File: src/rtl/core/tmr_pkg.sv
`default_nettype none

package tmr_pkg;

  localparam int MAP_SIDE   = 32;
  localparam int TILE_BYTES = 16;
  localparam int TILE_COUNT = 256;

  localparam int MAP_SIZE  = MAP_SIDE * MAP_SIDE;
  localparam int DATA_SIZE = TILE_COUNT * TILE_BYTES;
  localparam int TILE_ROWS = TILE_BYTES / 2;

  localparam int COORD_IN_W = 5;
  localparam int COORD_W    = (MAP_SIDE > 1) ? $clog2(MAP_SIDE) : 1;
  localparam int MAP_AW     = (MAP_SIZE > 1) ? $clog2(MAP_SIZE) : 1;
  localparam int TILE_W     = (TILE_COUNT > 1) ? $clog2(TILE_COUNT) : 1;
  localparam int ROW_W      = $clog2(TILE_ROWS);
  localparam int WORDS      = TILE_COUNT * TILE_ROWS;
  localparam int WORD_AW    = $clog2(WORDS);
  localparam int PIX_W      = 8;

  typedef enum logic [1:0] {
    ACT_MAP_WR  = 2'd0,
    ACT_TILE_WR = 2'd1,
    ACT_RENDER  = 2'd2
  } action_t;

  typedef enum logic [1:0] {
    ST_IDLE,
    ST_MAP,
    ST_ROW,
    ST_EMIT
  } state_t;

  // slave tdata, lowest field last
  typedef struct packed {
    logic [1:0]            pad;
    logic [COORD_IN_W-1:0] tile_row;
    logic [COORD_IN_W-1:0] tile_col;
    logic [7:0]            data;
    logic [11:0]           address;
  } s_data_t;

  typedef struct packed {
    logic [7:0] red;
    logic [7:0] green;
    logic [7:0] blue;
  } rgb_t;

  // master tdata, lowest field last
  typedef struct packed {
    logic [5:0]       pad;
    logic [7:0]       blue;
    logic [7:0]       green;
    logic [7:0]       red;
    logic [1:0]       color_index;
    logic [PIX_W-1:0] pixel_y;
    logic [PIX_W-1:0] pixel_x;
  } m_data_t;

  localparam int S_TDATA_W = $bits(s_data_t);
  localparam int M_TDATA_W = $bits(m_data_t);

  typedef struct packed {
    logic map_wr;
    logic tile_wr;
    logic start;
    logic row_load;
    logic pix_adv;
  } cmd_t;

  typedef struct packed {
    logic row_end;
    logic tile_end;
  } status_t;

  typedef logic [COORD_W-1:0] coord_tbl_t [32];
  typedef logic [TILE_W-1:0]  tile_tbl_t  [256];

  function automatic coord_tbl_t build_coord_wrap();
    coord_tbl_t t;
    for (int i = 0; i < 32; i++) t[i] = COORD_W'(i % MAP_SIDE);
    return t;
  endfunction

  function automatic tile_tbl_t build_tile_wrap();
    tile_tbl_t t;
    for (int i = 0; i < 256; i++) t[i] = TILE_W'(i % TILE_COUNT);
    return t;
  endfunction

  localparam coord_tbl_t COORD_WRAP = build_coord_wrap();
  localparam tile_tbl_t  TILE_WRAP  = build_tile_wrap();

  function automatic rgb_t palette(input logic [1:0] ci);
    rgb_t c;
    unique case (ci)
      2'd0: c = '{red: 8'h9a, green: 8'hc8, blue: 8'heb};
      2'd1: c = '{red: 8'hf4, green: 8'hcf, blue: 8'hdf};
      2'd2: c = '{red: 8'hf7, green: 8'hf6, blue: 8'hcf};
      2'd3: c = '{red: 8'h57, green: 8'h84, blue: 8'hba};
      default: c = '{red: 8'h9a, green: 8'hc8, blue: 8'heb};
    endcase
    return c;
  endfunction

endpackage

`default_nettype wire

File: src/rtl/core/tmr_ctrl.sv
`default_nettype none

module tmr_ctrl (
  input  wire logic             clk,
  input  wire logic             rst,
  input  wire logic             s_axis_tvalid,
  input  wire logic [1:0]       s_axis_tuser,
  output logic                  s_axis_tready,
  output logic                  m_axis_tvalid,
  input  wire logic             m_axis_tready,
  output tmr_pkg::cmd_t         cmd,
  input  wire tmr_pkg::status_t status
);

  tmr_pkg::state_t state, state_next;

  always_ff @(posedge clk) begin
    if (rst) begin
      state <= tmr_pkg::ST_IDLE;
    end else begin
      state <= state_next;
    end
  end

  always_comb begin
    state_next    = state;
    cmd           = '0;
    s_axis_tready = 1'b0;
    m_axis_tvalid = 1'b0;
    unique case (state)
      tmr_pkg::ST_IDLE: begin
        s_axis_tready = 1'b1;
        if (s_axis_tvalid) begin
          unique case (tmr_pkg::action_t'(s_axis_tuser))
            tmr_pkg::ACT_MAP_WR:  cmd.map_wr  = 1'b1;
            tmr_pkg::ACT_TILE_WR: cmd.tile_wr = 1'b1;
            tmr_pkg::ACT_RENDER: begin
              cmd.start  = 1'b1;
              state_next = tmr_pkg::ST_MAP;
            end
            default: ;
          endcase
        end
      end
      // map byte lands this cycle, first tile row is being fetched
      tmr_pkg::ST_MAP: state_next = tmr_pkg::ST_ROW;
      tmr_pkg::ST_ROW: begin
        cmd.row_load = 1'b1;
        state_next   = tmr_pkg::ST_EMIT;
      end
      tmr_pkg::ST_EMIT: begin
        m_axis_tvalid = 1'b1;
        if (m_axis_tready) begin
          cmd.pix_adv = 1'b1;
          if (status.tile_end) state_next = tmr_pkg::ST_IDLE;
        end
      end
      default: state_next = tmr_pkg::ST_IDLE;
    endcase
  end

endmodule

`default_nettype wire

File: config.mk
export PLATFORM = sky130hd
export DESIGN_NAME = tmr_ctrl
export DESIGN_NICKNAME = d
export VERILOG_FILES = /design/src/rtl/core/tmr_pkg.sv /design/src/rtl/core/tmr_ctrl.sv
export SDC_FILE = /design/constraint.sdc
export NUM_CORES = 1
export LEC_CHECK = 0
export ABC_AREA = 1
export ABC_CLOCK_PERIOD_IN_PS = 1200
export BUFFER_PORTS_ARGS = -buffer_cell sky130_fd_sc_hd__buf_2
export CAP_MARGIN = 5
export CORE_AREA = 2 2 39 41
export CTS_CLUSTER_SIZE = 28
export DETAILED_ROUTE_END_ITERATION = 7
export DIE_AREA = 0 0 41 43
export PLACE_DENSITY = 0.44
export SLEW_MARGIN = 20
export SYNTH_ARGS = -nofsm -noshare
export SYNTH_HDL_FRONTEND = slang
export SYNTH_SLANG_ARGS = --single-unit
File: constraint.sdc
create_clock -name clk -period 1.2 [get_ports clk]
set_clock_uncertainty 0.2 [all_clocks]
set_input_delay 0.06 -clock clk [delete_from_list [all_inputs] [get_ports clk]]
set_output_delay 0.06 -clock clk [all_outputs]
set_load 0.03 [all_outputs]
==> impl_results.md <==
- Yosys warns: 0
- Total inserted antenna cells: 0
- Num rows: 14
- Seq pwr share: 10.3%
- Post-synthesis share of cell area spent on full adders, half adders and majority gates: 24.4%
- Number of global-route vias before repair: 285
- Run status: finished with violations
- Post-Syn Instances: 31
- CTS Buffer Depth: 2
- Path type of the worst min-delay path: in -> reg
- Maximum ir drop on the vdd rail: 0.901 mV
- CP peak stage delay: 0.31 ns
- Power share of the clock group: 12.9%
- Share of the core filled with cells in the final layout: 39.4%
- Parity-gate share of the synthesized area counting xor and xnor cells: 0%
- Overall global routing resource usage: 8.22%
- Leakage power of the design: 0.000254 µW
- Setup slack after layout: -0.230 ns
- Number of buffers added by the clock tree synthesis step: 3
- Detailed-routing iteration count for the pre-antenna-repair pass: 1
- Time the final worst path needs with I/O delays and setup: 1.43 ns
- Register ranked first by flip-flop count: state
- Height of the chip: 43 µm
- Cell type with the largest total area after synthesis: sky130_fd_sc_hd__ha_1
- DRC marker count from the first detailed-route iteration: 0
- Clock tree root driver cell: sky130_fd_sc_hd__clkbuf_4
- Clock insertion delay at the later pin of the skew report: 0.22 ns
- Max-slew headroom at the worst pin: 86.0%
- Remaining number of nets flagged by the antenna check after routing: 0
- Crit start category: flip-flop
- Fraction of final layout cells with drive strength greater than 1: 78.2%
- Synthesized flop and latch total: 2
- List of most frequent post-synthesis cells: sky130_fd_sc_hd__inv_1 (8), sky130_fd_sc_hd__ha_1 (4), sky130_fd_sc_hd__nand2_1 (4), sky130_fd_sc_hd__nor2_1 (4)
- Combinational share of power: 76.8%
- Die span in x: 41 µm
- Final-stage net count: 69
- WL per Instance: 8.06 µm
- Peak Freq: 699 MHz
- Number of fill cells: 149
- Drc violations: 0
- Area of the mapped netlist: 205 µm²
- Seq/Total Area, Yosys: 19.5%
- Number of antenna violations at the first check in global routing: 0
- Aggregate routed wire length: 572 µm
- CTS tree: yes
- Post-route fraction of the period consumed by the critical path: 119%
- Combinational family with the most area after synthesis: simple AND/OR/NAND/NOR gates
- Area growth from synthesis to final layout: 166%
- Violations in the final reports: setup timing
- Overall via count from detail_route: 279
- Worst-path clk slew: 0.03 ns
- Series of cell instances along the critical path: inv_2 -> ha_4 -> inv_4 -> nor4_4 -> buf_6
- Synthesized area divided by synthesized cell count: 6.62 µm²
- Detailed-route vias per instance: 3.93
- Share of cell area taken by muxes after synthesis: 0%
- Detail Placement HPWL: 421 µm
- Number of slew-limit violations in the final report: 0
- Worst-Margin Slew: 0.208 ns
- Pin count of the biggest net entering global routing: 5
- Switching power share of the total: 43.3%
- Post-Synthesis Net Count: 43
- Share of the synthesized area in compound gates (AO/OA/AOI/OAI): 4.88%
- Worst setup path class: reg -> out
- Power dissipated by switching net loads: 492 µW
- Library cell with the highest instance count after synthesis: sky130_fd_sc_hd__inv_1
- Depth of the CTS H-tree: 1
- Global placement routability congestion: 0.662
- Global-route wire length before repair: 966 µm
- CP max-delay cell: sky130_fd_sc_hd__dfxtp_2
- Initial core utilization: 14.8%
- Num ports: 15
- Reg area: 42.5 µm²
- Maxcap violations: 0
- Ranking of synthesized cells by area: sky130_fd_sc_hd__ha_1 (24%), sky130_fd_sc_hd__dfxtp_1 (20%), sky130_fd_sc_hd__inv_1 (15%)
- Data required time at the worst endpoint: 0.94 ns
- Core region area: 0.00138 mm²
- Quantity of I/O buffers inserted on ports: 13
- P per Cell Area: 2080 mW/mm²
- Cell-internal power: 643 µW
- Area taken by multi-input logic gates: 249 µm²
- Critical path fanouts, max: 3
- Number of hold violations in the final report: 0
- Worst Hold Slack: 0.0659 ns
- Final Power: 1130 µW
- Critical path endpoint category: primary output
- Max FFs per register: 2
- Worst Setup Slack post-DPL: -0.107 ns
- Unique cell type count in the Yosys netlist: 10
- Proportion of synthesized flip-flops having asynchronous set or reset: 0%
- Fraction of synthesized cell area taken by the top area cell type: 24.4%
- RSZ-0062 raised after global routing: true
- Total congestion overflow: 0
- Basic-gate share of the synthesized area counting and, or, nand and nor cells: 36.6%
- Most used DFF post-synth: sky130_fd_sc_hd__dfxtp_1
- Number of synthesized flops with an enable pin: 0
- Sinks on the clock net: 2
- Setup TNS: -1.27 ns
- Final setup violation count: 9
- Regs by FF count: state (2)
- Die Area: 0.00176 mm²
- Arrival time at the worst endpoint: 1.17 ns
## cell type report
class                      instances  area share [%]
clock buffer                       3            4.13
inverter                           8            5.96
multi-input combinational         21            45.6
sequential                         2            7.80
tap                               16            3.67
timing repair buffer              21            32.8
## timing repair
action | CTS | global route
hold endpoints to repair | 2 | 0
setup endpoints to repair | 9 | 9
resized for setup | 23 | 10
hold buffers | 1 | 0
pin swaps | 9 | 9
setup buffers | 3 | 2
## layer usage
layer / GRT usage [%] / share of wire, %
met3: 5.24 / 7.3
met1: 7.05 / 38
met4: 4.00 / 0
met2: 13.8 / 55
met5: 0 / 0
## path summary, 6_finish.rpt
| kind | slack [ns] | endpoint | cells after the start | startpoint |
|---|---|---|---|---|
| worst max register to register | -0.13 | state[0] | 8 | state[0] |
| worst min register to register | 0.40 | state[0] | 3 | state[0] |
| worst max-delay path | -0.23 | cmd[4] | 5 | state[0] |
| worst min-delay path | 0.07 | state[0] | 5 | status[0] |
## cell families (layout without fill, tap and decap cells)
family          Yosys count  after routing
fa+ha+maj                 4              4
flops                     2              2
buf+inv                   8             32
simple gates             15             15
compound gates            2              2
## critical path: cells and delay by family (launching register included)
family                   cells  cell delay [ns]
flip-flops                   1             0.31
buffers and inverters        3             0.28
AND/OR/NAND/NOR              1             0.21
adder cells (fa/ha/maj)      1             0.15
## metrics by stage
step | area [µm²] | std cells
2_1_floorplan | 251 | 31
3_3_place_gp | 367 | 64
3_5_place_dp | 367 | 64
4_1_cts | 505 | 70
5_1_grt | 546 | 71
6_report | 546 | 71
## power groups by stage
| stage | registers, µW | logic [µW] | clock network (µW) |
|---|---|---|---|
| floorplan | 118 | 402 | 0 |
| global placement | 113 | 568 | 0 |
| detailed placement | 113 | 563 | 0 |
| CTS | 116 | 765 | 157 |
| global route | 122 | 958 | 158 |
| finish | 117 | 872 | 146 |
## cell usage in the layout, fill, tap and decap left out
cell                            n
sky130_fd_sc_hd__inv_1          4
sky130_fd_sc_hd__inv_2          3
sky130_fd_sc_hd__nor2_4         1
sky130_fd_sc_hd__nor4_4         2
sky130_fd_sc_hd__a21oi_1        1
sky130_fd_sc_hd__ha_4           4
sky130_fd_sc_hd__nand3_2        3
sky130_fd_sc_hd__dlygate4sd3_1  1
sky130_fd_sc_hd__nand2_1        3
sky130_fd_sc_hd__inv_4          1
sky130_fd_sc_hd__nand2_4        2
sky130_fd_sc_hd__nor2_1         3
sky130_fd_sc_hd__buf_2          6
sky130_fd_sc_hd__buf_4          5
sky130_fd_sc_hd__clkbuf_4       3
sky130_fd_sc_hd__a21oi_2        1
sky130_fd_sc_hd__buf_6          9
sky130_fd_sc_hd__nand2_2        1
sky130_fd_sc_hd__dfxtp_2        2
(Power assumes the default switching activity.)
